--- src/design/matrix4_inverse_assert.svh ---
// Assertion macros shared by the matrix inverse RTL.
`ifndef MATRIX4_INVERSE_ASSERT_SVH
`define MATRIX4_INVERSE_ASSERT_SVH

// Same-cycle implication checked at every clock edge outside reset.
`define M4I_AST_IMPL(lbl, ante, cons) \
  lbl: assert property (@(posedge clk) disable iff (!rst_n) (ante) |-> (cons)) \
    else $error("m4inv: same-cycle check failed");

// Next-cycle implication checked at every clock edge outside reset.
`define M4I_AST_NEXT(lbl, ante, cons) \
  lbl: assert property (@(posedge clk) disable iff (!rst_n) (ante) |=> (cons)) \
    else $error("m4inv: next-cycle check failed");

`endif

--- src/design/m4inv_pkg.sv ---
// Package with the item types, lane control type and sub-determinant and cofactor tables.
`timescale 1ns / 1ps
package m4inv_pkg;

  localparam int ELEM_WIDTH_DEF = 32;
  localparam int FRAC_BITS_DEF  = 16;

  typedef struct packed {
    logic [1:0]         row_index;
    logic signed [31:0] elem0;
    logic signed [31:0] elem1;
    logic signed [31:0] elem2;
    logic signed [31:0] elem3;
  } in_item_t;

  typedef struct packed {
    logic [1:0]         out_row;
    logic signed [31:0] res0;
    logic signed [31:0] res1;
    logic signed [31:0] res2;
    logic signed [31:0] res3;
    logic               singular;
    logic               last_row;
  } out_item_t;

  typedef struct packed {
    logic       vld;
    logic       clr;
    logic       neg;
    logic       last;
    logic       top;
    logic [1:0] chunk;
  } mac_ctl_t;

  // Each 2x2 sub-determinant is e[p]*e[q] - e[r]*e[s].
  localparam logic [3:0] SUB_TAB [12][4] = '{
    '{4'd0, 4'd5, 4'd1, 4'd4}, '{4'd0, 4'd6, 4'd2, 4'd4}, '{4'd0, 4'd7, 4'd3, 4'd4},
    '{4'd1, 4'd6, 4'd2, 4'd5}, '{4'd1, 4'd7, 4'd3, 4'd5}, '{4'd2, 4'd7, 4'd3, 4'd6},
    '{4'd8, 4'd13, 4'd9, 4'd12}, '{4'd8, 4'd14, 4'd10, 4'd12},
    '{4'd8, 4'd15, 4'd11, 4'd12}, '{4'd9, 4'd14, 4'd10, 4'd13},
    '{4'd9, 4'd15, 4'd11, 4'd13}, '{4'd10, 4'd15, 4'd11, 4'd14}
  };

  // Each cofactor is three terms of element, sub-determinant and negate flag.
  localparam logic [3:0] COF_TAB [16][9] = '{
    '{4'd5, 4'd11, 4'd0, 4'd6, 4'd10, 4'd1, 4'd7, 4'd9, 4'd0},
    '{4'd2, 4'd10, 4'd0, 4'd1, 4'd11, 4'd1, 4'd3, 4'd9, 4'd1},
    '{4'd13, 4'd5, 4'd0, 4'd14, 4'd4, 4'd1, 4'd15, 4'd3, 4'd0},
    '{4'd10, 4'd4, 4'd0, 4'd9, 4'd5, 4'd1, 4'd11, 4'd3, 4'd1},
    '{4'd6, 4'd8, 4'd0, 4'd4, 4'd11, 4'd1, 4'd7, 4'd7, 4'd1},
    '{4'd0, 4'd11, 4'd0, 4'd2, 4'd8, 4'd1, 4'd3, 4'd7, 4'd0},
    '{4'd14, 4'd2, 4'd0, 4'd12, 4'd5, 4'd1, 4'd15, 4'd1, 4'd1},
    '{4'd8, 4'd5, 4'd0, 4'd10, 4'd2, 4'd1, 4'd11, 4'd1, 4'd0},
    '{4'd4, 4'd10, 4'd0, 4'd5, 4'd8, 4'd1, 4'd7, 4'd6, 4'd0},
    '{4'd1, 4'd8, 4'd0, 4'd0, 4'd10, 4'd1, 4'd3, 4'd6, 4'd1},
    '{4'd12, 4'd4, 4'd0, 4'd13, 4'd2, 4'd1, 4'd15, 4'd0, 4'd0},
    '{4'd9, 4'd2, 4'd0, 4'd8, 4'd4, 4'd1, 4'd11, 4'd0, 4'd1},
    '{4'd5, 4'd7, 4'd0, 4'd4, 4'd9, 4'd1, 4'd6, 4'd6, 4'd1},
    '{4'd0, 4'd9, 4'd0, 4'd1, 4'd7, 4'd1, 4'd2, 4'd6, 4'd0},
    '{4'd13, 4'd1, 4'd0, 4'd12, 4'd3, 4'd1, 4'd14, 4'd0, 4'd1},
    '{4'd8, 4'd3, 4'd0, 4'd9, 4'd1, 4'd1, 4'd10, 4'd0, 4'd0}
  };

endpackage

--- src/design/m4inv_lane.sv ---
// Multiply-accumulate lane: element times one chunk of a wide operand per cycle while ctl.vld is set.
`timescale 1ns / 1ps
module m4inv_lane import m4inv_pkg::*; #(
  parameter int EW = ELEM_WIDTH_DEF,
  parameter int AW = 4 * ELEM_WIDTH_DEF + 4
) (
  input  logic                 clk,
  input  logic                 rst_n,
  input  mac_ctl_t             ctl,
  input  logic signed [EW-1:0] a,
  input  logic signed [AW-1:0] opnd,
  output logic signed [AW-1:0] acc,
  output logic                 done
);

  localparam int PW = 2 * EW + 1;

  logic [AW-1:0]        slice;
  logic signed [EW:0]   chunk_v;
  logic signed [PW-1:0] prod_nxt;
  logic signed [PW-1:0] prod_r;
  logic [AW-1:0]        term;
  logic [AW-1:0]        acc_nxt;
  logic signed [AW-1:0] acc_r;
  mac_ctl_t             ctl_r;
  logic                 done_r;

  always_comb begin
    slice    = opnd >> (ctl.chunk * EW);
    chunk_v  = {ctl.top & slice[EW], slice[EW-1:0]};
    prod_nxt = a * chunk_v;
    term     = AW'(prod_r) << (ctl_r.chunk * EW);
    acc_nxt  = (ctl_r.clr ? '0 : acc_r) + (term ^ {AW{ctl_r.neg}}) + AW'(ctl_r.neg);
  end

  always_ff @(posedge clk) begin
    if (!rst_n) begin
      ctl_r  <= '0;
      done_r <= 1'b0;
    end else begin
      ctl_r  <= ctl;
      done_r <= ctl_r.vld & ctl_r.last;
    end
  end

  always_ff @(posedge clk) begin
    if (ctl.vld) begin
      prod_r <= prod_nxt;
    end
    if (ctl_r.vld) begin
      acc_r <= acc_nxt;
    end
  end

  assign acc  = acc_r;
  assign done = done_r;

endmodule

--- config.mk ---
export PLATFORM = sky130hd
export DESIGN_NAME = m4inv_lane
export DESIGN_NICKNAME = d
export VERILOG_FILES = /design/src/design/matrix4_inverse_assert.svh /design/src/design/m4inv_pkg.sv /design/src/design/m4inv_lane.sv
export SDC_FILE = /design/constraint.sdc
export NUM_CORES = 2
export LEC_CHECK = 0
export BUFFER_PORTS_ARGS = -buffer_cell sky130_fd_sc_hd__clkbuf_2
export CELL_PAD_IN_SITES_DETAIL_PLACEMENT = 2
export CELL_PAD_IN_SITES_GLOBAL_PLACEMENT = 2
export CORE_MARGIN = 3
export CORE_UTILIZATION = 41
export DETAILED_ROUTE_END_ITERATION = 10
export GPL_TIMING_DRIVEN = 1
export HOLD_SLACK_MARGIN = 0.15
export PLACE_DENSITY_LB_ADDON = 0.05
export RECOVER_POWER = 50
export SLEW_MARGIN = 10
export SYNTH_ARGS = -nofsm -noshare
export SYNTH_HDL_FRONTEND = slang
export SYNTH_SLANG_ARGS = --single-unit
--- constraint.sdc ---
create_clock -name clk -period 14.06 [get_ports clk]
set_input_delay 1.406 -clock clk [delete_from_list [all_inputs] [get_ports clk]]
set_output_delay 1.406 -clock clk [all_outputs]
set_load 0.02 [all_outputs]
## Word-level counts from Yosys, hierarchy flattened

Cells that the tools add are included.

- Bitwise logic cells: 3
- $add $sub $neg: 2
- Muxes and demuxes: 1
- Multiply operators: 1
- Shifts and indexed selects: 2

Operators by type and width:

| cell | number |
|---|---|
| $add A132 B1 Y132 | 1 |
| $add A132 B132 Y132 | 1 |
| $mux W132 | 1 |
| $shl A132 B7 Y132 | 1 |
| $shr A132 B7 Y33 | 1 |
| $xor A132 B132 Y132 | 1 |
| $mul A32 B33 Y65 | 1 |
| $and A1 B1 Y1 | 2 |

- Register bits after elaboration: 204
- Logic and storage cells: 17
- Input port bits: 173

## Depth between registers and ports, before layout

- Depth in word-level cells: 4
- Gate-level depth with buffers: 34
- Mapped depth without buffers: 31

## Least setup slack after synthesis

No wires, ideal clock.

- Kind: input to register
- Start: in ctl[0] (netlist bit)
- End: reg prod_r[45] (data pin)
- Stages on the path: 30
- Data arrival time: 9.971 ns
- Slack: 3.824 ns
- Cells stage by stage: clkbuf_1 > buf_1 > mux4_2 > clkbuf_1 > and2_1 > fa_1 > fa_1 > fa_1 > inv_1 > fa_1 > inv_1 > fa_1 > inv_1 > fa_1 > inv_1 > fa_1 > fa_1 > ha_1 > clkbuf_1 > a221o_1 > a2111oi_0 > o31ai_1 > and2_1 > a221o_1 > a21oi_1 > o31ai_1 > and3_1 > a31oi_1 > o21ai_0 > xor2_1

- Cells in the longest elaborated chain, start to end: 3

Ends and longest elaborated chain:

| element | RTL line | RTL |
|---|---|---|
| from (decl) | m4inv_lane.sv:9 | `input mac_ctl_t ctl,` |
| $shr A132 B7 Y33 * | m4inv_lane.sv:29 | `slice = opnd >> (ctl.chunk * EW);` |
| $and A1 B1 Y1 | m4inv_lane.sv:30 | `chunk_v = {ctl.top & slice[EW], slice[EW-1:0]};` |
| $mul A32 B33 Y65 * | m4inv_lane.sv:31 | `prod_nxt = a * chunk_v;` |
| named net prod_nxt[45] | m4inv_lane.sv:20 | `logic signed [PW-1:0] prod_nxt;` |
| to (signal assigned) | m4inv_lane.sv:48 | `prod_r <= prod_nxt;` |
| to (decl) | m4inv_lane.sv:21 | `logic signed [PW-1:0] prod_r;` |

Mark *: on every way through the listed nets, which the timed path passes. The rest lies on a longest branch.
A chain may end at the register's enable or synchronous reset.

## Final worst setup path

- Start: in ctl[1] (netlist bit)
- End: reg prod_r[64] (data pin)

The elaborated chain is that of the path after synthesis.

==> results.tsv <==
metric	value	unit
fin nets	7615	
register area	6070	um^2
Final Cell Area	58700	um^2
min-delay worst type	register to register	
Cell Area, Placed	58100	um^2
Sum Neg Setup Slack	0	ns
initial antenna violation count	10	
area grow syn2layout	6.34	%
worst rel slew slack	-1.84	
Ys Warns	0	
hold slack	0.478	ns
max cap viols	4	
CP Capture Type	register	
Post-Place Cells	7757	
DRT iter0 DRCs	2690	
Crit path arrival time	11.58	ns
H-tree levels	1	
share of the synthesized area in the top cell type	0.403	
TritonCTS clock tree	done	
die area	139000	um^2
Finish-stage setup viols	0	
vias in the first global route	50300	
Slew @ Worst Pin	4.26	ns
GPL Wtd Cong	0.916	
Final Instance Count excl. Fillers	7800	
Vias	43100	
Setup Buffers After CTS	0	
min Tclk post-route	11.27	ns
crit path max fanout	18	
clk sink count	204	
clk buf depth	3	
slowest CP cell	mux4_2	
hold bufs inserted after CTS	0	
CTS Buf Count	22	
Crit Path Category	input port to register	
Clock Tree Root	clkbuf_16	
critical path data required time	14.37	ns
clock latency on the worst-skew pair	0.58	ns
IO buf count	302	
Unique masters post-synth	85	
Die Height	373	um
all-layer global routing usage	0.300	
cell taking the most area after synthesis	fa_1	
Core ar.	134000	um^2
Main synth FF type	edfxtp_1	
Commonest cells post-synth	1113 x fa_1, 1036 x inv_1, 726 x nand2_1, 528 x and2_1, 316 x ha_1	
antenna viol nets, final	0	
first-pass GRT wire length	317000	um
Clock transition at path regs	0.06	ns
final WL	208000	um
Fill cells	14700	
clk_skew	0.0351	ns
status	finished with violations	
achievable frequency	88.7	MHz
post-cts repair resize count	0	
fraction of registers with async set/reset	0	
area of the multi-input gates	44000	um^2
num rows	134	
Synth area leaders	fa_1 40%, edfxtp_1 11%, ha_1 7.2%	
post-synthesis sequential area ratio	0.110	
unrepaired setup endpoints after global routing	no	
share of cells above drive strength 1	0.0647	
cell mode on critical path	fa_1	
count leader, synth	fa_1	
Final Hold Viols	0	
startpoint types	input port	
pin count of the biggest net entering global routing	82	
syn avg cell area	9.24	um^2
Die X	373	um
io pins	306	
fin crit share	0.801	
DRC Markers	0	
drt wl/cell	26.6	um
EDFF count, synth	197	
Detailed Place HPWL	165000	um
Pre-Repair DR Iteration Count	5	
violated checks	capacitance limit, slew limit	
GR Overflow Total	0	
max incr delay on CP	0.70	ns
Cell Area, Synth	55200	um^2
Mapped Cells	5976	
#FFs+latches synth	204	
starting density of the core	0.413	
Final Max Tran Viols	276	
Vias per Instance	5.53	
Synth Net Count	7578	
[layer usage]
layer  up-vias  global-route usage  part of all wire
met1     23100               0.402              0.43
met2      1108               0.519              0.49
met5         -                   0                 0
met3       273              0.0223             0.042
li1      18600                   -                 -
met4         0              0.0934             0.036
[area by class of cell]
type                       instances  area share
antenna                            4    0.000170
clock buffer                      31      0.0108
clock inverter                     8     0.00232
inverter                        1037      0.0663
multi-input combinational       4398       0.749
sequential                       204       0.103
tap                             1768      0.0377
timing repair buffer             350      0.0304
[state kept, by name, summed over array words and instances, names as in the netlist]
register,count
acc,132
ctl_r,6
done,1
prod_r,65
[metrics by stage]
stage                util  setup WS, ns
floorplan               -          3.82
detailed placement  0.434          2.08
finish              0.440          2.79
CTS                 0.440          2.70
global placement    0.434          2.31
global route        0.440          2.36
[worst paths after layout]
| path | slack [ns] | from | cells past startpoint | to |
|---|---|---|---|---|
| min | 0.48 | ctl_r[3]$_SDFF_PN0_ | 1 | done$_SDFF_PN0_ |
| max | 2.79 | ctl[1] | 28 | prod_r[64]$_DFFE_PP_ |
| min reg2reg | 0.48 | ctl_r[3]$_SDFF_PN0_ | 1 | done$_SDFF_PN0_ |
| max reg2reg | 5.49 | ctl_r[1]$_SDFF_PN0_ | 17 | acc[131]$_DFFE_PP_ |
[cells by family (layout without fill, tap and decap cells)]
kind of cell,after synthesis,after routing,synth area share
DFF,204,204,0.110
and+or+nand+nor,1787,1787,0.162
xor gates and xnor gates,335,335,0.0531
other,0,4,0
muxes,68,68,0.0198
AOI/OAI and AO/OA,779,779,0.0869
adders and majority gates,1429,1429,0.475
buffers and inverters,1374,1426,0.0940
[placed cells by master (no fill, tap or decap), types with 7 or more instances in the layout]
cell type	count
o21ai_0	157
o21bai_1	40
nand3_1	28
o211ai_1	14
fa_1	1113
a21oi_1	307
nand2b_1	30
or3_1	8
o31ai_1	11
nor4_1	11
a21o_1	106
mux4_2	33
o21a_1	19
and3_1	21
clkbuf_16	23
clkbuf_1	71
buf_4	46
nor2_1	169
o21ai_1	11
xnor2_1	160
clkbuf_2	238
nand4_1	63
a31oi_1	31
a211oi_1	12
nor2b_1	143
mux2i_1	34
ha_1	316
inv_1	1036
xor2_1	175
nor3_1	26
nand2_1	726
a21boi_0	10
a221oi_1	7
and2_1	526
or2_2	7
edfxtp_1	197
[critical path: cells and delay by family]
| family | cells | cell delay, ns |
|---|---|---|
| adders and majority gates | 9 | 4.51 |
| AOI/OAI and AO/OA | 6 | 1.92 |
| buffers and inverters | 6 | 1.65 |
| and+or+nand+nor | 5 | 1.22 |
| muxes | 1 | 0.70 |
| xor gates and xnor gates | 1 | 0.11 |
Power is not shown: default switching activity piles up to over one toggle a cycle in this logic, so the estimate is an artifact.
