### src/design/matrix4_inverse_assert.svh
// Assertion macros shared by the matrix inverse RTL.
`ifndef MATRIX4_INVERSE_ASSERT_SVH
`define MATRIX4_INVERSE_ASSERT_SVH

// Same-cycle implication checked at every clock edge outside reset.
`define M4I_AST_IMPL(lbl, ante, cons) \
  lbl: assert property (@(posedge clk) disable iff (!rst_n) (ante) |-> (cons)) \
    else $error("m4inv: same-cycle check failed");

// Next-cycle implication checked at every clock edge outside reset.
`define M4I_AST_NEXT(lbl, ante, cons) \
  lbl: assert property (@(posedge clk) disable iff (!rst_n) (ante) |=> (cons)) \
    else $error("m4inv: next-cycle check failed");

`endif

### src/design/m4inv_pkg.sv
// Package with the item types, lane control type and sub-determinant and cofactor tables.
`timescale 1ns / 1ps
package m4inv_pkg;

  localparam int ELEM_WIDTH_DEF = 32;
  localparam int FRAC_BITS_DEF  = 16;

  typedef struct packed {
    logic [1:0]         row_index;
    logic signed [31:0] elem0;
    logic signed [31:0] elem1;
    logic signed [31:0] elem2;
    logic signed [31:0] elem3;
  } in_item_t;

  typedef struct packed {
    logic [1:0]         out_row;
    logic signed [31:0] res0;
    logic signed [31:0] res1;
    logic signed [31:0] res2;
    logic signed [31:0] res3;
    logic               singular;
    logic               last_row;
  } out_item_t;

  typedef struct packed {
    logic       vld;
    logic       clr;
    logic       neg;
    logic       last;
    logic       top;
    logic [1:0] chunk;
  } mac_ctl_t;

  // Each 2x2 sub-determinant is e[p]*e[q] - e[r]*e[s].
  localparam logic [3:0] SUB_TAB [12][4] = '{
    '{4'd0, 4'd5, 4'd1, 4'd4}, '{4'd0, 4'd6, 4'd2, 4'd4}, '{4'd0, 4'd7, 4'd3, 4'd4},
    '{4'd1, 4'd6, 4'd2, 4'd5}, '{4'd1, 4'd7, 4'd3, 4'd5}, '{4'd2, 4'd7, 4'd3, 4'd6},
    '{4'd8, 4'd13, 4'd9, 4'd12}, '{4'd8, 4'd14, 4'd10, 4'd12},
    '{4'd8, 4'd15, 4'd11, 4'd12}, '{4'd9, 4'd14, 4'd10, 4'd13},
    '{4'd9, 4'd15, 4'd11, 4'd13}, '{4'd10, 4'd15, 4'd11, 4'd14}
  };

  // Each cofactor is three terms of element, sub-determinant and negate flag.
  localparam logic [3:0] COF_TAB [16][9] = '{
    '{4'd5, 4'd11, 4'd0, 4'd6, 4'd10, 4'd1, 4'd7, 4'd9, 4'd0},
    '{4'd2, 4'd10, 4'd0, 4'd1, 4'd11, 4'd1, 4'd3, 4'd9, 4'd1},
    '{4'd13, 4'd5, 4'd0, 4'd14, 4'd4, 4'd1, 4'd15, 4'd3, 4'd0},
    '{4'd10, 4'd4, 4'd0, 4'd9, 4'd5, 4'd1, 4'd11, 4'd3, 4'd1},
    '{4'd6, 4'd8, 4'd0, 4'd4, 4'd11, 4'd1, 4'd7, 4'd7, 4'd1},
    '{4'd0, 4'd11, 4'd0, 4'd2, 4'd8, 4'd1, 4'd3, 4'd7, 4'd0},
    '{4'd14, 4'd2, 4'd0, 4'd12, 4'd5, 4'd1, 4'd15, 4'd1, 4'd1},
    '{4'd8, 4'd5, 4'd0, 4'd10, 4'd2, 4'd1, 4'd11, 4'd1, 4'd0},
    '{4'd4, 4'd10, 4'd0, 4'd5, 4'd8, 4'd1, 4'd7, 4'd6, 4'd0},
    '{4'd1, 4'd8, 4'd0, 4'd0, 4'd10, 4'd1, 4'd3, 4'd6, 4'd1},
    '{4'd12, 4'd4, 4'd0, 4'd13, 4'd2, 4'd1, 4'd15, 4'd0, 4'd0},
    '{4'd9, 4'd2, 4'd0, 4'd8, 4'd4, 4'd1, 4'd11, 4'd0, 4'd1},
    '{4'd5, 4'd7, 4'd0, 4'd4, 4'd9, 4'd1, 4'd6, 4'd6, 4'd1},
    '{4'd0, 4'd9, 4'd0, 4'd1, 4'd7, 4'd1, 4'd2, 4'd6, 4'd0},
    '{4'd13, 4'd1, 4'd0, 4'd12, 4'd3, 4'd1, 4'd14, 4'd0, 4'd1},
    '{4'd8, 4'd3, 4'd0, 4'd9, 4'd1, 4'd1, 4'd10, 4'd0, 4'd0}
  };

endpackage

### src/design/m4inv_div.sv
// Restoring divider: cofactor scaled by 2^(2*FB) over the determinant, saturated.
`timescale 1ns / 1ps
module m4inv_div import m4inv_pkg::*; #(
  parameter int EW  = ELEM_WIDTH_DEF,
  parameter int FB  = FRAC_BITS_DEF,
  parameter int CFW = 3 * ELEM_WIDTH_DEF + 2,
  parameter int AW  = 4 * ELEM_WIDTH_DEF + 4
) (
  input  logic                  clk,
  input  logic                  rst_n,
  input  logic                  start,
  input  logic signed [CFW-1:0] num,
  input  logic signed [AW-1:0]  den,
  output logic                  done,
  output logic signed [EW-1:0]  res
);

  localparam int NW = CFW + 2 * FB;
  localparam int MW = (NW > AW) ? NW : AW;
  localparam int CW = $clog2(EW + 2);
  localparam logic [1:0] D_IDLE = 2'd0;
  localparam logic [1:0] D_CMP  = 2'd1;
  localparam logic [1:0] D_RUN  = 2'd2;
  localparam logic [1:0] D_FIN  = 2'd3;

  logic [1:0]           st_r;
  logic [CW-1:0]        cnt_r;
  logic                 done_r;
  logic [CFW-1:0]       num_mag;
  logic [AW-1:0]        den_mag;
  logic [NW-1:0]        nmag_r;
  logic [AW-1:0]        dmag_r;
  logic                 neg_r;
  logic                 ovf_r;
  logic [AW:0]          rem_r;
  logic [AW:0]          shifted;
  logic                 ge;
  logic [EW:0]          nlow_r;
  logic [EW:0]          q_r;
  logic [EW:0]          lim;
  logic [EW:0]          mag;
  logic signed [EW-1:0] res_r;

  always_comb begin
    num_mag = num[CFW-1] ? CFW'(-num) : CFW'(num);
    den_mag = den[AW-1] ? AW'(-den) : AW'(den);
    shifted = {rem_r[AW-1:0], nlow_r[EW]};
    ge      = shifted >= {1'b0, dmag_r};
    lim     = neg_r ? {2'b01, {(EW-1){1'b0}}} : {2'b00, {(EW-1){1'b1}}};
    mag     = (ovf_r || (q_r > lim)) ? lim : q_r;
  end

  always_ff @(posedge clk) begin
    if (!rst_n) begin
      st_r   <= D_IDLE;
      done_r <= 1'b0;
      cnt_r  <= '0;
    end else begin
      done_r <= 1'b0;
      case (st_r)
        D_IDLE: begin
          if (start) begin
            st_r <= D_CMP;
          end
        end
        D_CMP: begin
          cnt_r <= '0;
          st_r  <= D_RUN;
        end
        D_RUN: begin
          cnt_r <= cnt_r + 1'b1;
          if (cnt_r == CW'(EW)) begin
            st_r <= D_FIN;
          end
        end
        D_FIN: begin
          done_r <= 1'b1;
          st_r   <= D_IDLE;
        end
        default: st_r <= D_IDLE;
      endcase
    end
  end

  always_ff @(posedge clk) begin
    case (st_r)
      D_IDLE: begin
        nmag_r <= NW'(num_mag) << (2 * FB);
        dmag_r <= den_mag;
        neg_r  <= num[CFW-1] ^ den[AW-1];
      end
      D_CMP: begin
        ovf_r  <= MW'(nmag_r >> (EW + 1)) >= MW'(dmag_r);
        rem_r  <= (AW + 1)'(nmag_r >> (EW + 1));
        nlow_r <= nmag_r[EW:0];
        q_r    <= '0;
      end
      D_RUN: begin
        rem_r  <= ge ? (shifted - {1'b0, dmag_r}) : shifted;
        q_r    <= {q_r[EW-1:0], ge};
        nlow_r <= nlow_r << 1;
      end
      D_FIN: begin
        res_r <= EW'(neg_r ? -mag : mag);
      end
      default: begin
      end
    endcase
  end

  assign done = done_r;
  assign res  = res_r;

endmodule

### config.mk
export PLATFORM = sky130hd
export DESIGN_NAME = m4inv_div
export DESIGN_NICKNAME = d
export VERILOG_FILES = /design/src/design/matrix4_inverse_assert.svh /design/src/design/m4inv_pkg.sv /design/src/design/m4inv_div.sv
export SDC_FILE = /design/constraint.sdc
export NUM_CORES = 1
export LEC_CHECK = 0
export BUFFER_PORTS_ARGS = -buffer_cell sky130_fd_sc_hd__buf_2
export CAP_MARGIN = 20
export CORE_UTILIZATION = 29
export CTS_CLUSTER_DIAMETER = 60
export DETAILED_ROUTE_END_ITERATION = 7
export SLEW_MARGIN = 0
export SYNTH_ARGS = -nofsm -noshare
export SYNTH_HDL_FRONTEND = slang
export SYNTH_SLANG_ARGS = --single-unit
### constraint.sdc
create_clock -name clk -period 8.78 [get_ports clk]
set_clock_uncertainty 0.1 [all_clocks]
set_input_delay 2.195 -clock clk [delete_from_list [all_inputs] [get_ports clk]]
set_output_delay 2.195 -clock clk [all_outputs]
set_load 0.05 [all_outputs]
Word-level counts from Yosys, hierarchy flattened
Cells that the tools add are included.
{"block": "totals", "register_bits": 471, "in_bits": 233, "output_inout_bits": 33, "word_cells": 46}
{"block": "op_classes", "addsub": 5, "order_cmp": 3, "n_eq_ne": 6, "n_mux": 14, "bitwise": 1, "n_reduce_logical": 4}
{"operator": "case mux 132 bit (2 select lines)", "n": 1}
{"operator": "greater-or-equal comparator 133 x 132 -> 1 bit", "n": 1}
{"operator": "greater-or-equal comparator 97 x 132 -> 1 bit", "n": 1}
{"operator": "2-to-1 mux 132 bit", "n": 1}
{"operator": "negation 132 bit", "n": 1}
{"operator": "case mux 33 bit (2 select lines)", "n": 2}
{"operator": "subtractor 132 bit", "n": 1}
{"operator": "2-to-1 mux 131 bit", "n": 1}
{"operator": "negation 98 bit", "n": 1}
{"operator": "2-to-1 mux 97 bit", "n": 1}
{"operator": "2-to-1 mux 32 bit", "n": 3}
{"operator": "greater-than comparator 33 x 32 -> 1 bit", "n": 1}
{"operator": "negation 32 bit", "n": 1}
{"operator": "case mux 6 bit (2 select lines)", "n": 1}
{"operator": "case mux 2 bit (4 select lines)", "n": 1}
{"operator": "adder 6 x 1 -> 6 bit (second input constant)", "n": 1}
{"operator": "equality test 6 bit (second input constant)", "n": 1}
{"operator": "equality test 2 bit (second input constant)", "n": 2}
{"operator": "2-to-1 mux 2 bit", "n": 2}
{"operator": "inequality test 2 bit (second input constant)", "n": 2}
{"operator": "equality test 2 x 1 -> 1 bit (second input constant)", "n": 1}
{"operator": "logical NOT 2 bit", "n": 1}
{"operator": "AND reduction 2 bit", "n": 1}
{"operator": "nonzero test 2 bit", "n": 1}
{"operator": "other kinds (3)", "n": 3}

Logic depth before layout (Yosys ltp)
Gate-level depths: netlist of the first run.
{"block": "logic_depth", "depth_word": 6, "ltp_mapped": 24, "mapped_depth_nobuf": 20}

Least setup slack after synthesis of the first run
No wires, ideal clock.
{"block": "synth_timing", "path_type": "reg2reg", "from": "reg st_r[0]", "to": "reg st_r[1]", "setup_ns": 0.115, "t_arrival_ns": 6.666, "required_ns": 8.565, "path_slack_ns": 1.899, "stages_incl_launch_ff": 8, "n_path_buf": 0, "period_less_slack_ns": 6.881, "path_cell_list": "dfxtp_1 inv_1 ha_1 nor2b_1 nor2_1 nand2_1 o21ai_0 and2_1"}
{"block": "synth_via", "elab_chain_cells": 3, "word_cells_on_any_way": 8, "classes_between": "5 x eq/ne; 1 x mux; 2 x reduce/logical"}
{"element": "start: declaration", "line_no": "m4inv_div.sv:26", "rtl": "logic [1:0] st_r;"}
{"element": "start signal: assignment", "line_no": "m4inv_div.sv:55", "rtl": "st_r <= D_IDLE;"}
{"element": "start signal: assignment", "line_no": "m4inv_div.sv:63", "rtl": "st_r <= D_CMP;"}
{"element": "start signal: assignment", "line_no": "m4inv_div.sv:68", "rtl": "st_r <= D_RUN;"}
{"element": "equality test 2 bit or logical NOT 2 bit (tied branches)", "line_no": "m4inv_div.sv:60", "rtl": "case (st_r)"}
{"element": "inequality test 2 bit (no line)"}
{"element": "AND reduction 2 bit (no line)"}
Several ways; a longest one is shown, not always the timed one.
A chain may end at the register's enable or synchronous reset.

Worst setup path after layout of the first run
{"block": "layout_timing", "from": "reg neg_r", "to": "reg res_r[30] (netlist: res[30]) (data pin)"}
{"block": "layout_via", "elab_chain_cells": 6}
{"element": "start: declaration", "line_no": "m4inv_div.sv:33", "rtl": "logic neg_r;"}
{"element": "start signal: assignment", "line_no": "m4inv_div.sv:90", "rtl": "neg_r <= num[CFW-1] ^ den[AW-1];"}
{"element": "2-to-1 mux 32 bit", "line_no": "m4inv_div.sv:49", "rtl": "lim = neg_r ? {2'b01, {(EW-1){1'b0}}} : {2'b00, {(EW-1){1'b1}}};"}
{"element": "greater-than comparator 33 x 32 -> 1 bit", "line_no": "m4inv_div.sv:50", "rtl": "mag = (ovf_r || (q_r > lim)) ? lim : q_r;"}
{"element": "logical OR 1 bit", "line_no": "m4inv_div.sv:50"}
{"element": "2-to-1 mux 32 bit", "line_no": "m4inv_div.sv:50"}
{"element": "negation 32 bit", "line_no": "m4inv_div.sv:104", "rtl": "res_r <= EW'(neg_r ? -mag : mag);"}
{"element": "2-to-1 mux 32 bit *", "line_no": "m4inv_div.sv:104"}
{"element": "end signal: assignment", "line_no": "m4inv_div.sv:104"}
{"element": "end: declaration", "line_no": "m4inv_div.sv:42", "rtl": "logic signed [EW-1:0] res_r;"}
Mark *: on every way between the ends. The rest lies on a longest branch, timed or not.

==> out/qor.yml, run 1 <==
status:
  run_status: "finished, final reports clean"
die:
  dieArea_um2: 121000
  io-pin-count: 266
  die_h_um: 347
  rows: 126
  initial_core_util: 0.293
  core_um2: 118000
  dieWidth_um: 347
drt:
  dr.pass1.iters: 8
  drc: 0
  dr.first_iter.drc_count: 2336
  routed_wl_um: 119000
  viasPerCell: 5.41
  ant_nets: 0
  vias: 30799
  wl_per_cell_um: 20.8
timing:
  max_freq_mhz: 159
  fin_crit_ns: 6.28
  hold_viol: 0
  rsz0062_at_grt: "false"
  finalMaxSlewViolations: 0
  finalCritPeriodShare: 0.715
  timing.final.ws_setup_ns: 2.50
  setup_viol: 0
  worst_pin_slew_ns: 1.11
  slew-limit-headroom: 0.254
  setup_tns_ns: 0
synth:
  netlist_instances: 3913
  synth-async-reset-ratio: 0
  netlist_area_um2: 34600
  ys_ff_latch: 439
  synth_cell_types: 80
  ys_warn_count: 0
  yosysMostFrequentCell: "nand2_1"
  synth_top_area_frac: 0.373
  synth.area.top_cells: "edfxtp_1 (37%), ha_1 (9.8%), xnor2_1 (7.0%)"
  avgSynthCellArea_um2: 8.84
  synth_enable_flop_cells: 430
  yosysTopAreaCell: "edfxtp_1"
  synth_nets: 4418
  yosys_most_used_dff: "edfxtp_1"
  synth_commonest_cells: "nand2_1 (491), edfxtp_1 (430), a21oi_1 (325), nor2_1 (291), xnor2_1 (276)"
  synth-seq-area-share: 0.379
pwr:
  leakagePower_nw: 15.2
  pwr-share-seq: 0.248
  intPower_mw: 9.06
  power_frac_comb: 0.618
  power_mw: 18.1
  p_switching_mw: 9.03
  power.density_nw_per_um2: 458
  ir_worst_vdd_v: 0.000258
  sw_frac_of_total: 0.499
  p_clk_frac: 0.133
global_route:
  overflow: 0
  grt_usage: 0.190
  grt_pass1_wl_um: 177000
  grt_max_degree: 174
  antenna_found_initial: 19
  grt_pass1_vias: 29736
place:
  post_dp_cell_area_um2: 37500
  gp_congestion: 0.927
  pre_cts_ws_ns: 1.74
  dpl.hpwl_um: 94500
  io_buffers: 265
clock_tree:
  clk_latency_ns: 0.72
  holdBufCountCts: 0
  clkTransAtPathRegs_ns: 0.06
  cts_buffer_depth: 3
  clock-sinks: 439
  cts_root_buf: "clkbuf_16"
  cts_htree_levels: 2
  post-cts-setup-buffers: 0
  cts_tree: "built"
  cts_resized: 0
  cts_made_buffers: 60
final_layout:
  fillers: 12247
  design_area_um2: 39500
  multi_input_area_um2: 20100
  drive_gt1_frac: 0.109
  nets: 4606
  area_growth_pct: 14.2
  seqCellArea_um2: 13100
critical_path:
  worst_setup_path_start_kind: "flop"
  worstPathRequired_ns: 9.14
  arrival_ns: 6.63
  crit_fanout: 66
  critPathCaptureType: "flop"
  worstSetupPathType: "flop to flop"
  cp-startpoint: "neg_r$_DFFE_PN_"
  timing.rr.start: "neg_r$_DFFE_PN_"
run:
  drv_cap: 0
min_path:
  holdCritStartpoint: "cnt_r[5]$_SDFFE_PN0P_"
  hp-class: "flop to flop"
cells in the final DEF (no fill, tap or decap), drive strengths merged, types with 16 or more instances in the layout:
master | Yosys | routed
o21ai | 263 | 263
a211oi | 32 | 32
a31oi | 89 | 89
or2 | 37 | 37
a21oi | 325 | 325
buf | 7 | 297
edfxtp | 430 | 430
or3 | 75 | 75
o31ai | 99 | 99
nand2 | 491 | 491
clkbuf | 164 | 66
clkinv | 0 | 28
o41ai | 35 | 35
and2 | 38 | 38
o21a | 28 | 28
o21bai | 42 | 42
nor4 | 36 | 36
nand4 | 118 | 118
a21o | 117 | 117
nand3 | 47 | 47
xor2 | 70 | 70
and4 | 16 | 16
xnor2 | 276 | 276
ha | 271 | 271
nand2b | 31 | 31
or4 | 35 | 35
nor2 | 291 | 291
inv | 202 | 211
nor3 | 88 | 88
flip-flops by register name, indices dropped and copies added (netlist names), 2 cells and up:
register	flops
dmag_r	132
rem_r	132
nmag_r	98
q_r	33
res	32
cnt_r	6
st_r	2
power by group through the flow:
stage | combinational, mW | clock (mW) | sequential, mW
floorplan | 7.93 | 0 | 4.55
global placement | 10.9 | 0 | 4.51
detailed placement | 11.0 | 0 | 4.52
CTS | 11.1 | 2.47 | 4.49
global route | 12.4 | 2.54 | 4.60
finish | 11.2 | 2.41 | 4.49
final timing paths:
kind | endpoint | slack (ns) | cells after the start
worst max-delay path | res[30]$_DFFE_PP_ | 2.50 | 18
worst min-delay path | cnt_r[5]$_SDFFE_PN0P_ | 0.43 | 2
worst max register to register | res[30]$_DFFE_PP_ | 2.50 | 18
worst min register to register | cnt_r[5]$_SDFFE_PN0P_ | 0.43 | 2
logic make-up after synthesis:
family	Yosys count	synth area share
xor+xnor	346	0.0876
mux	10	0.00297
flops	439	0.379
fa+ha+maj	272	0.0987
buf+inv	373	0.0405
compound gates	1118	0.201
simple gates	1355	0.190
metal layers:
metal / up-vias / share of wire / track usage
li1: 14853 / - / -
met1: 14761 / 0.44 / 0.251
met2: 996 / 0.46 / 0.315
met3: 171 / 0.071 / 0.0320
met4: 18 / 0.028 / 0.0602
met5: - / 0.0011 / 0
layout make-up:
type                    count  area share
well taps                1536      0.0487
clock inverters            46      0.0111
diodes                      7    0.000443
repair buffers            297      0.0409
multi-input cells        3101       0.510
flip-flops and latches    439       0.331
clock buffers              66      0.0386
inverters                 202      0.0192
metrics by stage:
step,util,std cells,hold WS (ns)
finish,0.334,5694,0.428
global route,0.334,5689,0.475
CTS,0.334,5686,0.424
detailed placement,0.318,5574,0.406
global placement,0.317,5573,0.395
floorplan,-,3913,0.379
worst max-delay path, cell delays in order, from the launching register on:
cell	delay, ns
edfxtp_1	0.98
buf_4	0.36
ha_1	0.27
a21o_1	0.15
a21o_1	0.17
a21oi_1	0.14
o211ai_1	0.11
a21o_1	0.20
a2111oi_0	0.72
o21bai_4	0.11
buf_4	0.32
o21ai_0	0.29
ha_1	0.41
nand3_1	0.15
or3_1	0.47
nor4b_1	0.47
a21o_1	0.18
a2111oi_0	0.10
a311oi_1	0.33
Power figures use the tool's default switching activity.
==> run 2, diff against run 1 <==
Settings changed: ABC_AREA set to 1.
Clock period 8.78 ns to 5.85 ns, I/O delays scaled along.
==> out/qor.yml, run 2 <==
clock_tree:
  clk_latency_ns: 0.71
  cts_htree_levels: 2
  cts_tree: "built"
  cts_made_buffers: 58
  post-cts-setup-buffers: 0
  cts_root_buf: "clkbuf_16"
  cts_resized: 0
  holdBufCountCts: 0
  clock-sinks: 439
  clkTransAtPathRegs_ns: 0.06
  cts_buffer_depth: 3
min_path:
  hp-class: "flop to flop"
die:
  die_h_um: 375
  initial_core_util: 0.293
  rows: 136
  dieArea_um2: 141000
  dieWidth_um: 375
  io-pin-count: 266
  core_um2: 138000
global_route:
  grt_pass1_wl_um: 253000
  antenna_found_initial: 25
  grt_pass1_vias: 39768
  grt_usage: 0.241
  grt_max_degree: 138
  overflow: 0
drt:
  ant_nets: 0
  vias: 40647
  dr.first_iter.drc_count: 3603
  drc: 0
  wl_per_cell_um: 22.2
  dr.pass1.iters: 6
  routed_wl_um: 174000
  viasPerCell: 5.18
critical_path:
  cp_slowest_cell: "buf_4"
  worstSetupPathType: "flop to flop"
  cp_num_buf_inv: 2
  crit_fanout: 66
  cp_cell_sequence: "buf_4 > ha_1 > a21o_1 > nor2_1 > nand2_1 > nor2_1 > nand2_1 > nand2_1 > nand2_1 > nand2_4 > nand2_2 > nand2_2 > buf_4 > nand3_1 > nor2_1 > nand2_1 > nor2_1 > nand2_1 > nand2_1 > nand2_1 > nand2_1 > nand2_1"
  critPathCaptureType: "flop"
  arrival_ns: 4.99
  worst_setup_path_start_kind: "flop"
  crit_top_cell: "nand2_1"
  worstPathRequired_ns: 6.15
  cp_top_family: "simple AND/OR/NAND/NOR gates"
  slowest_delay_ns: 0.62
final_layout:
  layout_commonest_cell: "nand2_1"
  design_area_um2: 46000
  drive_gt1_frac: 0.0850
  fillers: 15068
  reg.largest.list: "dmag_r: 132 flops, rem_r: 132 flops, nmag_r: 98 flops"
  final_cell_mix: "nand2_1 (1220), inv_1 (858), nor2_1 (793), edfxtp_1 (430), a21oi_1 (366)"
  nets: 6503
  area_growth_pct: 13.8
  utilization: 0.333
synth:
  synth_top_family_by_area: "simple AND/OR/NAND/NOR gates"
  synth-async-reset-ratio: 0
  synth_fa_ha_area_frac: 0.0845
  synth_xor_xnor_area_share: 0.0687
  synth_cell_types: 64
  synth_top_area_frac: 0.320
  ys_ff_latch: 439
  netlist_instances: 5738
  yosys_most_used_dff: "edfxtp_1"
  synth-simple-area-share: 0.308
  ys_warn_count: 0
  synth_enable_flop_cells: 430
  synth_commonest_cells: "nand2_1 (1220), inv_1 (860), nor2_1 (793), edfxtp_1 (430), a21oi_1 (366)"
  synth_compound_area_frac: 0.120
  yosysTopAreaCell: "edfxtp_1"
  synthMuxAreaShare: 0.000279
  synth.area.top_cells: "edfxtp_1 (32%), nand2_1 (11%), ha_1 (8.4%)"
  avgSynthCellArea_um2: 7.04
  synth-seq-area-share: 0.324
  synth_nets: 6243
  yosysMostFrequentCell: "nand2_1"
  netlist_area_um2: 40400
place:
  dpl.hpwl_um: 146000
  gp_congestion: 1.06
  io_buffers: 265
  post_dp_cell_area_um2: 43900
timing:
  rsz0062_at_grt: "false"
  worst_pin_slew_ns: 1.18
  slew-limit-headroom: 0.205
  max_freq_mhz: 213
  finalCritPeriodShare: 0.803
  holdWs_ns: 0.430
  hold_viol: 0
  setup_tns_ns: 0
  finalMaxSlewViolations: 0
  setup_viol: 0
  fin_crit_ns: 4.70
pwr:
  power_mw: 30.6
  leakagePower_nw: 19.1
  ir_worst_vdd_v: 0.000621
  power.density_nw_per_um2: 665
status:
  run_status: "finished, final reports clean"
run:
  drv_cap: 0
run 2: changes by cell type in the layout (fill, tap and decap cells not counted), sizes merged, moves of 58 or more:
| cell | delta |
|---|---|
| xor2 | +94 |
| nand2 | +742 |
| o21ai | +78 |
| nor4 | +80 |
| nand3 | +310 |
| or3 | -72 |
| a31oi | -58 |
| inv | +678 |
| xnor2 | -123 |
| a21o | -96 |
| o31ai | -95 |
| nand3b | +109 |
| nor2 | +527 |
run 2: tightest hold or removal path: cells and delay by family (launching register included):
kind | cells | cell delay [ns]
AND/OR/NAND/NOR | 1 | 0.07
flip-flops | 1 | 0.32
buffers and inverters | 1 | 0.03
run 2: cells by family after synthesis:
family	after synthesis
and+or+nand+nor	2849
muxes	1
DFF	439
AOI/OAI and AO/OA	873
xor gates and xnor gates	317
adders and majority gates	272
buffers and inverters	987
run 2: layer usage:
layer	GRT usage	wire length, µm
met4	0.140	11800
met5	0	153
met3	0.0362	12500
met1	0.305	72200
met2	0.388	77400
run 2: final cells by class:
| type | count | area, µm² | share of cell area |
|---|---|---|---|
| multi-input combinational | 4312 | 23500 | 0.512 |
| sequential | 439 | 13100 | 0.285 |
| inverter | 880 | 3300 | 0.0719 |
| tap | 1794 | 2240 | 0.0488 |
| timing repair buffer | 307 | 1720 | 0.0375 |
| clock buffer | 68 | 1520 | 0.0331 |
| clock inverter | 42 | 505 | 0.0110 |
| antenna | 11 | 27.5 | 0.000599 |
run 2: where the power goes:
part | total [mW] | internal (mW) | switching [mW]
Clock | 3.78 | 2.20 | 1.58
Sequential | 6.77 | 5.75 | 1.02
Combinational | 20.0 | 5.91 | 14.1
run 2: stage by stage:
stage / setup slack [ns] / cells
3_3_place_gp: 1.14 / 7729
2_1_floorplan: 1.59 / 5738
6_report: 1.15 / 7853
3_5_place_dp: 1.11 / 7731
5_1_grt: 0.650 / 7848
4_1_cts: 1.12 / 7841
run 2: worst paths after layout:
check                                           from                        to  slack (ns)  cells past startpoint
worst max-delay path                 neg_r$_DFFE_PN_         res[27]$_DFFE_PP_        1.15                     22
worst min-delay path            nmag_r[32]$_DFFE_PN_  nlow_r[32]$_SDFFCE_PP0P_        0.43                      2
worst max register to register       neg_r$_DFFE_PN_         res[27]$_DFFE_PP_        1.15                     22
worst min register to register  nmag_r[32]$_DFFE_PN_  nlow_r[32]$_SDFFCE_PP0P_        0.43                      2
